## src/bblru_pkg.sv

```systemverilog
package bblru_pkg;

	localparam int ENTRIES_DEF = 64;
	localparam int KEY_W       = 32;
	localparam int SIZE_W      = 32;
	localparam int STAMP_W     = 48;
	localparam int OUT_TOTAL_W = 40;
	localparam int OUT_CNT_W   = 7;

	localparam logic [SIZE_W-1:0] BUDGET_RST = 32'h1000_0000;

	localparam logic OP_LOOKUP = 1'b0;
	localparam logic OP_INSERT = 1'b1;

	typedef struct packed {
		logic               valid;
		logic [KEY_W-1:0]   tag;
		logic [SIZE_W-1:0]  size;
		logic [STAMP_W-1:0] stamp;
	} entry_t;

	typedef enum logic [3:0] {
		S_CLEAR,
		S_IDLE,
		S_FIND,
		S_FIND_END,
		S_APPLY,
		S_CHECK,
		S_VSCAN,
		S_VSCAN_END,
		S_EVICT,
		S_DONE
	} state_t;

	typedef struct packed {
		logic clr_step;
		logic scan_start;
		logic scan_step;
		logic take_item;
		logic apply;
		logic evict;
		logic load_out;
	} cmd_t;

	typedef struct packed {
		logic addr_last;
		logic ins_ok;
		logic over_budget;
		logic vic_found;
	} status_t;

endpackage

```

## src/bblru_ctrl.sv

```systemverilog
module bblru_ctrl
	import bblru_pkg::*;
(
	input  logic    clk,
	input  logic    arst_n,
	input  logic    in_valid,
	output logic    in_stall,
	output logic    out_valid,
	input  logic    out_stall,
	input  status_t st,
	output cmd_t    cmd
);

	state_t state_q, state_d;
	logic   out_valid_q;

	always_ff @(posedge clk or negedge arst_n) begin
		if (!arst_n) begin
			state_q     <= S_CLEAR;
			out_valid_q <= 1'b0;
		end else begin
			state_q     <= state_d;
			out_valid_q <= cmd.load_out | (out_valid_q & out_stall);
		end
	end

	always_comb begin
		state_d = state_q;
		cmd     = '0;
		unique case (state_q)
			S_CLEAR: begin
				cmd.clr_step = 1'b1;
				if (st.addr_last) state_d = S_IDLE;
			end
			S_IDLE: begin
				if (in_valid) begin
					cmd.take_item  = 1'b1;
					cmd.scan_start = 1'b1;
					state_d        = S_FIND;
				end
			end
			S_FIND: begin
				cmd.scan_step = 1'b1;
				if (st.addr_last) state_d = S_FIND_END;
			end
			S_FIND_END: state_d = S_APPLY;
			S_APPLY: begin
				cmd.apply = 1'b1;
				state_d   = st.ins_ok ? S_CHECK : S_DONE;
			end
			S_CHECK: begin
				if (st.over_budget) begin
					cmd.scan_start = 1'b1;
					state_d        = S_VSCAN;
				end else begin
					state_d = S_DONE;
				end
			end
			S_VSCAN: begin
				cmd.scan_step = 1'b1;
				if (st.addr_last) state_d = S_VSCAN_END;
			end
			S_VSCAN_END: state_d = S_EVICT;
			S_EVICT: begin
				// every remaining entry pinned: stop evicting
				if (st.vic_found) begin
					cmd.evict = 1'b1;
					state_d   = S_CHECK;
				end else begin
					state_d = S_DONE;
				end
			end
			S_DONE: begin
				if (!out_valid_q || !out_stall) begin
					cmd.load_out = 1'b1;
					state_d      = S_IDLE;
				end
			end
			default: state_d = S_CLEAR;
		endcase
	end

	assign in_stall  = (state_q != S_IDLE);
	assign out_valid = out_valid_q;

`ifndef SYNTH
	a_accept_starts_find: assert property (@(posedge clk) disable iff (!arst_n)
		(in_valid && !in_stall) |=> (state_q == S_FIND))
		else $error("accepted request did not start the tag scan");

	a_load_when_free: assert property (@(posedge clk) disable iff (!arst_n)
		cmd.load_out |-> (!out_valid_q || !out_stall))
		else $error("result register overwritten while still held");

	a_evict_rechecks: assert property (@(posedge clk) disable iff (!arst_n)
		cmd.evict |=> (state_q == S_CHECK))
		else $error("eviction not followed by budget check");
`endif

endmodule

```

## config.mk

```make
export PLATFORM = sky130hd
export DESIGN_NAME = bblru_ctrl
export DESIGN_NICKNAME = d
export VERILOG_FILES = /design/src/bblru_pkg.sv /design/src/bblru_ctrl.sv
export SDC_FILE = /design/constraint.sdc
export NUM_CORES = 1
export LEC_CHECK = 0
export ABC_CLOCK_PERIOD_IN_PS = 2100
export CAP_MARGIN = 20
export CORE_AREA = 2 2 39 41
export CTS_CLUSTER_SIZE = 10
export DETAILED_ROUTE_END_ITERATION = 8
export DIE_AREA = 0 0 41 43
export DONT_BUFFER_PORTS = 1
export PLACE_DENSITY_LB_ADDON = 0.05
export SLEW_MARGIN = 10
export SYNTH_ARGS = -nofsm -noshare
export SYNTH_HDL_FRONTEND = slang
export SYNTH_SLANG_ARGS = --single-unit
export TNS_END_PERCENT = 5
```

## constraint.sdc

```tcl
create_clock -name clk -period 2.1 [get_ports clk]
set_clock_uncertainty 0.15 [all_clocks]
set_input_delay 0.42 -clock clk [delete_from_list [all_inputs] [get_ports clk]]
set_output_delay 0.42 -clock clk [all_outputs]
set_load 0.02 [all_outputs]
```

==> flow_summary_export.csv, run 1 <==
group,metric,value,unit
status,outcome,"completed",
route,drt_iter0_drc,2,
route,viasPerCell,5.19,
clock_tree,cts.sinks,5,
timing,hold_viol,0,
cells_and_area,antenna_cells,0,
die,fp.coreArea,1380,µm²
route,dr_total_vias,415,
cells_and_area,synthToLayoutAreaGrowth,38.0,%
pwr,p_comb_share,66.5,%
logic_synthesis,yosys-top-cells-area,"dfrtp_1, nor2_1, or2b_1",
logic_synthesis,yosysUniqueCellTypes,27,
grt,grt_max_degree,12,
timing,slew_headroom,75.1,%
pwr,peakVddDrop,556,µV
logic_synthesis,ys_top_cells_by_count,"nor2_1, dfrtp_1, a21oi_1, nand2_1, or2b_1",
pwr,cellLeakagePower,0.258,nW
timing,finalCritPeriodShare,98.7,%
clock_tree,cts_tree,"yes",
clock_tree,clockBufferDepth,2,
logic_synthesis,yosysMostFrequentCell,"nor2_1",
clock_tree,clk_pin_slew_worst_paths,0.04,ns
logic_synthesis,synth_fp_nets,58,
logic_synthesis,syn-instance-count,50,
clock_tree,cts_buffers,3,
timing,fin_crit,2.07,ns
timing,tightest_slew,0.372,ns
worst_setup_path,crit_type,"flop to output pin",
route,post_drt_wl_per_cell,13.0,µm
logic_synthesis,async_reset_ff_share,100,%
clock_tree,cts-root-buf,"clkbuf_4",
pwr,power_switching,0.000381,W
worst_setup_path,worstPathArrival,1.50,ns
logic_synthesis,synth.top_cell.area_share,30.4,%
worst_setup_path,worst_setup_path_start_kind,"flop",
cells_and_area,fin_nets,73,
clock_tree,cts_max_level,1,
die,start_util,29.7,%
die,die_h,43,µm
logic_synthesis,synth_edf_count,0,
grt,grt_pass1_wl,1.52,mm
clock_tree,insertion_delay,0.24,ns
logic_synthesis,synth.avg_cell_area,8.23,µm²
timing,grt_setup_unrepaired,"true",
place,io_buffers,0,
route,dr.pass1.iters,2,
logic_synthesis,synth_seq_cells,5,
logic_synthesis,ys.flop_type,"dfrtp_1",
grt,grt_pass1_vias,366,
timing,slew_violations,0,
place,hpwlAfterDp,797,µm
cells_and_area,drive_above_1_share,40.6,%
grt,grtUsageTotal,13.2,%
worst_setup_path,critical_path_required,1.53,ns
die,core.rowCount,14,
logic_synthesis,synth_area,412,µm²
pwr,internal_power,0.000499,W
pwr,power_density,1550,nW/µm²
worst_setup_path,cp-end-kind,"output pin",
timing,setup_ws,0.0277,ns
pwr,switching_share,43.3,%
pwr,clock_power_share,12.4,%
place,gp_congestion,0.761,
place,pre_cts_slack,0.138,ns
die,dieArea,1760,µm²
route,drcViolationCount,0,
route,drt_wl_total,1.04,mm
die,ios,17,
cells_and_area,final_util,41.0,%
logic_synthesis,post-synth-top-area-cell,"dfrtp_1",
timing,clock.fmax,483,MHz
job,drv_cap,0,
grt,grt_overflow,0,
timing,finalSetupViolations,0,
die,die_w,41,µm
hold_path,hold_class,"primary input to flop",
logic_synthesis,ys_warn_count,0,
logic_synthesis,synth_seq_area_share,30.4,%
pwr,pwr-share-seq,21.0,%
worst_setup_path,crit_path_max_fanout,4,
route,ant_nets,0,
grt,antenna_found_initial,0,
-- power groups by stage --
stage / Clock (W) / Sequential (W) / Combinational, W
after floorplan: 0 / 0.000172 / 0.000393
after global placement: 0 / 0.000189 / 0.000509
after detailed placement: 0 / 0.000192 / 0.000513
after CTS: 0.000114 / 0.000184 / 0.000567
after global routing: 0.000119 / 0.000193 / 0.000637
final: 0.000109 / 0.000185 / 0.000585
-- routing by layer --
metal	part of all wire [%]	track usage [%]	vias to the layer above	wire [µm]
met1	44	17.3	193	458
met3	6.8	2.09	2	71
met4	1.2	10.0	0	12
li1	-	-	205	-
met2	48	18.4	15	496
met5	0	0	-	0
-- path summary, 6_finish.rpt --
path,startpoint,to,slack (ns),cells past startpoint
max reg2reg,state_q[2]$_DFFE_PN0P_,state_q[1]$_DFFE_PN0P_,0.24,4
max,state_q[1]$_DFFE_PN0P_,cmd[0],0.03,3
min reg2reg,state_q[2]$_DFFE_PN0P_,out_valid$_DFF_PN0_,0.47,2
max in group asynchronous,arst_n,state_q[2]$_DFFE_PN0P_,1.25,1
min,out_stall,out_valid$_DFF_PN0_,0.20,2
min in group asynchronous,arst_n,out_valid$_DFF_PN0_,0.33,1
-- worst max-delay path: stages, from the launching register on --
cell,delay (ns)
dfrtp_1,0.40
or4bb_4,0.58
a21oi_2,0.15
buf_6,0.13
-- timing repair --
action                                 4_1_cts  5_1_grt
endpoints found under the hold margin        5        0
pin swaps                                    1        2
gates resized for setup                      4        5
hold buffers                                 1        0
setup endpoints to repair                    3        3
buffers inserted                             3        0
-- registers in the layout (all words and copies together), names as in the netlist --
name,cells
out_valid,1
state_q,4
-- cell type report --
type                       count  area [µm²]
clock buffer                   4        26.3
timing repair buffer          13         108
sequential                     5         128
fill                         148         816
inverter                       2        7.51
tap                           16        20.0
multi-input combinational     40         279
-- per-stage QoR --
| step | area (µm²) | cells | hold slack [ns] | power [W] | TNS (ns) |
|---|---|---|---|---|---|
| after floorplan | 412 | 50 | -0.0256 | 0.000565 | 0 |
| after global placement | 482 | 72 | -0.0254 | 0.000697 | 0 |
| after detailed placement | 482 | 72 | -0.0254 | 0.000705 | 0 |
| after CTS | 551 | 80 | 0.199 | 0.000865 | 0 |
| after global routing | 568 | 80 | 0.215 | 0.000949 | -0.0490 |
| final | 568 | 80 | 0.205 | 0.000880 | 0 |
-- cells by family after synthesis --
| family | share of synthesized area (%) |
|---|---|
| AND/OR/NAND/NOR | 37.4 |
| flip-flops | 30.4 |
| AO/OA/AOI/OAI | 20.1 |
| multiplexers | 6.08 |
| buffers and inverters | 6.08 |
-- placed cells by master (no fill, tap or decap), types with 2 or more instances in the layout --
| cell | count |
|---|---|
| a21oi_1 | 3 |
| a21oi_2 | 2 |
| buf_4 | 10 |
| buf_6 | 2 |
| clkbuf_4 | 3 |
| dfrtp_1 | 3 |
| dfrtp_2 | 2 |
| inv_1 | 2 |
| nand2_1 | 4 |
| nor2_1 | 7 |
| nor3b_1 | 2 |
| nor4_1 | 2 |
| or2b_1 | 3 |
No activity file was read; power rests on OpenSTA's default activity.
==> run 2, diff against run 1 <==
Settings changed: CTS_BUF_LIST set to sky130_fd_sc_hd__clkbuf_8.
==> flow_summary_export.csv, run 2 (synthesized netlist as in run 1, its figures left out) <==
group,metric,value,unit
grt,grt_max_degree,12,
timing,setup_ws,0.0579,ns
timing,hold_ws,0.224,ns
cells_and_area,synthToLayoutAreaGrowth,38.9,%
cells_and_area,final_util,41.3,%
timing,finalCritPeriodShare,97.2,%
worst_setup_path,r2r_slack,0.27,ns
worst_setup_path,worstPathArrival,1.47,ns
route,dr_total_vias,415,
timing,slew_violations,0,
pwr,total_power,0.000925,W
route,drt_iter0_drc,0,
worst_setup_path,worst_setup_path_start_kind,"flop",
cells_and_area,largest_reg_flops,4,
grt,grtUsageTotal,13.6,%
die,core.rowCount,14,
worst_setup_path,cp-end-kind,"output pin",
grt,grt_pass1_vias,369,
cells_and_area,final_common_cell,"buf_4",
timing,hold_viol,0,
die,start_util,29.7,%
route,ant_nets,0,
die,dieArea,1760,µm²
cells_and_area,largest-register,"state_q",
cells_and_area,antenna_cells,0,
cells_and_area,fin_nets,73,
place,hpwlAfterDp,797,µm
pwr,cellLeakagePower,0.267,nW
die,ios,17,
clock_tree,cts_max_level,1,
place,pre_cts_slack,0.138,ns
grt,grt_pass1_wl,1.54,mm
worst_setup_path,critical_path_required,1.53,ns
status,outcome,"completed",
place,gp_congestion,0.761,
grt,grt_overflow,0,
worst_setup_path,reg2reg_from,"state_q[1]$_DFFE_PN0P_",
clock_tree,cts_buffers,3,
route,drt_wl_total,1.07,mm
route,viasPerCell,5.19,
cells_and_area,final_cell_mix,"buf_4, nor2_1, nand2_1",
cells_and_area,drive_above_1_share,39.1,%
die,die_w,41,µm
timing,fin_crit,2.04,ns
clock_tree,cts-root-buf,"clkbuf_8",
place,io_buffers,0,
worst_setup_path,crit_path_max_fanout,3,
hold_path,worstHoldEndpoint,"out_valid$_DFF_PN0_",
grt,antenna_found_initial,0,
route,post_drt_wl_per_cell,13.3,µm
clock_tree,cts_tree,"yes",
job,drv_cap,0,
die,die_h,43,µm
timing,slew_headroom,75.1,%
pwr,peakVddDrop,559,µV
hold_path,holdCritStartpoint,"out_stall",
clock_tree,insertion_delay,0.22,ns
route,drcViolationCount,0,
pwr,power_density,1620,nW/µm²
route,dr.pass1.iters,1,
timing,clock.fmax,490,MHz
timing,finalSetupViolations,0,
die,fp.coreArea,1380,µm²
hold_path,hold_class,"primary input to flop",
timing,tns,0,ns
clock_tree,cts.sinks,5,
hold_path,hold_path_depth,2,
worst_setup_path,reg2reg_depth,4,
worst_setup_path,worst_r2r_endpoint,"state_q[1]$_DFFE_PN0P_",
worst_setup_path,crit_type,"flop to output pin",
timing,tightest_slew,0.372,ns
clock_tree,clk_pin_slew_worst_paths,0.03,ns
clock_tree,clockBufferDepth,2,
==> run 2: per-stage QoR <==
stage          area, µm²  std cells
2_1_floorplan        412         50
4_1_cts              569         80
3_5_place_dp         482         72
6_report             572         80
3_3_place_gp         482         72
5_1_grt              572         80
==> run 2: power by group <==
group	internal (W)	total, W	switching [W]	leakage [nW]
Clock	0.000125	0.000172	0.0000464	0.0269
Combinational	0.000278	0.000567	0.000288	0.178
Sequential	0.000140	0.000187	0.0000467	0.0624
==> run 2: layout make-up <==
class / instances / area (µm²)
inverter: 2 / 7.51
sequential: 5 / 128
timing repair buffer: 13 / 100
clock inverter: 1 / 3.75
clock buffer: 3 / 41.3
tap: 16 / 20.0
multi-input combinational: 40 / 272
fill: 150 / 812
==> run 2: critical path: stages, from the launching register on <==
cell and delay, ns:
dfrtp_1 0.39, or4b_4 0.62, nor2_2 0.10, buf_4 0.14
==> run 2: repair_timing <==
action / CTS / global route
pin swaps: 0 / 2
setup endpoints to repair: 2 / 2
hold endpoints to repair: 5 / 0
hold buffers: 1 / 0
buffers inserted: 3 / 0
resized for setup: 4 / 1
==> run 2: how the worst max path moves through the flow <==
stage	slack, ns	to	from	depth (start not counted)
floorplan	0.16	cmd[0]	state_q[2]$_DFFE_PN0P_	2
global placement	0.21	cmd[0]	state_q[2]$_DFFE_PN0P_	3
detailed placement	0.14	cmd[0]	state_q[2]$_DFFE_PN0P_	3
CTS	0.02	cmd[3]	state_q[2]$_DFFE_PN0P_	3
global route	-0.003	cmd[3]	state_q[1]$_DFFE_PN0P_	3
finish	0.06	cmd[3]	state_q[1]$_DFFE_PN0P_	3
==> run 2: per-layer routing <==
| layer | GRT usage (%) | vias up | share of wire (%) |
|---|---|---|---|
| met3 | 2.09 | 3 | 8.0 |
| li1 | - | 207 | - |
| met4 | 12.0 | 0 | 2.5 |
| met5 | 0 | - | 0 |
| met1 | 17.9 | 189 | 46 |
| met2 | 18.1 | 16 | 43 |
==> run 3, diff against run 2 <==
Settings changed: REMOVE_ABC_BUFFERS set to 1.
==> flow_summary_export.csv, run 3 (synthesized netlist as in run 1, its figures left out) <==
group,metric,value,unit
pwr,peakVddDrop,483,µV
cells_and_area,final_util,40.7,%
worst_setup_path,cp-end-kind,"output pin",
grt,grt_max_degree,12,
cells_and_area,antenna_cells,0,
route,dr.pass1.iters,2,
die,start_util,29.7,%
clock_tree,clockBufferDepth,2,
place,io_buffers,0,
worst_setup_path,r2r_slack,0.28,ns
route,post_drt_wl_per_cell,13.1,µm
clock_tree,insertion_delay,0.22,ns
route,drt_iter0_drc,3,
die,ios,17,
cells_and_area,fin_area,563,µm²
worst_setup_path,worst_setup_path_start_kind,"flop",
cells_and_area,final_cell_mix,"buf_4, nor2_1, nand2_1, dfrtp_1",
place,hpwlAfterDp,735,µm
grt,antenna_found_initial,0,
grt,grt_pass1_vias,384,
worst_setup_path,reg2reg_depth,4,
worst_setup_path,worstPathArrival,1.48,ns
timing,finalCritPeriodShare,97.6,%
route,viasPerCell,4.97,
clock_tree,cts-root-buf,"clkbuf_8",
pwr,power_density,1620,nW/µm²
cells_and_area,num-fill-cells,143,
timing,slew_headroom,74.8,%
timing,slew_violations,0,
die,die_w,41,µm
grt,grt_pass1_wl,1.65,mm
grt,grtUsageTotal,14.0,%
route,drt_wl_total,1.03,mm
worst_setup_path,worst_r2r_endpoint,"state_q[1]$_DFFE_PN0P_",
cells_and_area,fin_nets,72,
status,outcome,"completed",
cells_and_area,register_area,126,µm²
place,gp_congestion,0.740,
cells_and_area,drive_above_1_share,36.5,%
cells_and_area,final_common_cell,"buf_4",
worst_setup_path,critical_path_required,1.53,ns
hold_path,hold_class,"primary input to flop",
timing,fin_crit,2.05,ns
clock_tree,cts.sinks,5,
cells_and_area,multi_input_area,272,µm²
timing,finalSetupViolations,0,
timing,hold_viol,0,
route,dr_total_vias,393,
route,ant_nets,0,
cells_and_area,largest_reg_flops,4,
clock_tree,cts_max_level,1,
timing,grt_setup_unrepaired,"false",
worst_setup_path,crit_type,"flop to output pin",
die,core.rowCount,14,
worst_setup_path,crit_start,"state_q[1]$_DFFE_PN0P_",
clock_tree,cts_buffers,3,
cells_and_area,largest-register,"state_q",
clock_tree,clk_pin_slew_worst_paths,0.03,ns
pwr,cellLeakagePower,0.264,nW
die,dieArea,1760,µm²
worst_setup_path,crit_path_max_fanout,3,
cells_and_area,synthToLayoutAreaGrowth,36.8,%
worst_setup_path,endpoint,"cmd[3]",
clock_tree,cts_tree,"yes",
route,drcViolationCount,0,
worst_setup_path,reg2reg_from,"state_q[1]$_DFFE_PN0P_",
job,drv_cap,0,
place,place_area,482,µm²
timing,tightest_slew,0.376,ns
die,die_h,43,µm
die,fp.coreArea,1380,µm²
timing,clock.fmax,488,MHz
grt,grt_overflow,0,
timing,tns,0,ns
-- run 3: changes by cell type in the layout (fill, tap and decap cells not counted) --
cell / delta
buf_4: -1
dfrtp_1: +1
dfrtp_2: -1
nor2_1: +1
nor2_2: -1
nor2b_1: -1
nor2b_2: +1
-- run 3: worst min path at each step --
stage / startpoint / endpoint / slack, ns / depth (start not counted)
after global placement: arst_n / out_valid$_DFF_PN0_ / -0.03 / 0
after global routing: out_stall / out_valid$_DFF_PN0_ / 0.25 / 2
after detailed placement: arst_n / state_q[3]$_DFFE_PN0P_ / -0.03 / 0
final: out_stall / out_valid$_DFF_PN0_ / 0.23 / 2
after CTS: out_stall / out_valid$_DFF_PN0_ / 0.23 / 2
after floorplan: arst_n / out_valid$_DFF_PN0_ / -0.03 / 0
-- run 3: power breakdown --
group          internal, W  leakage (nW)  switching, W
Sequential        0.000138        0.0635     0.0000451
Combinational     0.000273         0.174      0.000284
Clock             0.000125        0.0269     0.0000459
-- run 3: routing by layer --
metal	track usage, %	up-vias	part of all wire [%]
met1	17.7	166	45
met4	10.0	0	1.2
met2	19.1	18	45
met3	4.19	2	8.2
li1	-	207	-
met5	0	-	0
-- run 3: repair_timing --
item | in CTS | in global routing
pin swaps | 0 | 2
buffers inserted | 2 | 0
hold buffers | 1 | 0
gates resized for setup | 2 | 2
setup endpoints to repair | 2 | 3
endpoints found under the hold margin | 5 | 0
-- run 3: cell type report --
cell class	count	area share (%)
Clock inverter	1	0.667
Multi-Input combinational cell	40	48.2
Timing Repair Buffer	12	16.4
Inverter	2	1.33
Clock buffer	3	7.33
Sequential cell	5	22.4
Tap cell	16	3.56
-- run 3: stage by stage --
step                      worst slack [ns]  power (W)  hold slack, ns  cells
after global placement               0.207   0.000697         -0.0254     72
final                               0.0502   0.000911           0.235     79
after detailed placement             0.162   0.000696         -0.0254     72
after global routing               0.00111   0.000987           0.247     79
after CTS                           0.0294   0.000908           0.230     79
after floorplan                      0.123   0.000538         -0.0256     47
-- run 3: worst max-delay path: stages (launching register included) --
cell	delay (ns)
dfrtp_1	0.39
or4b_4	0.61
nor2_1	0.11
buf_4	0.14
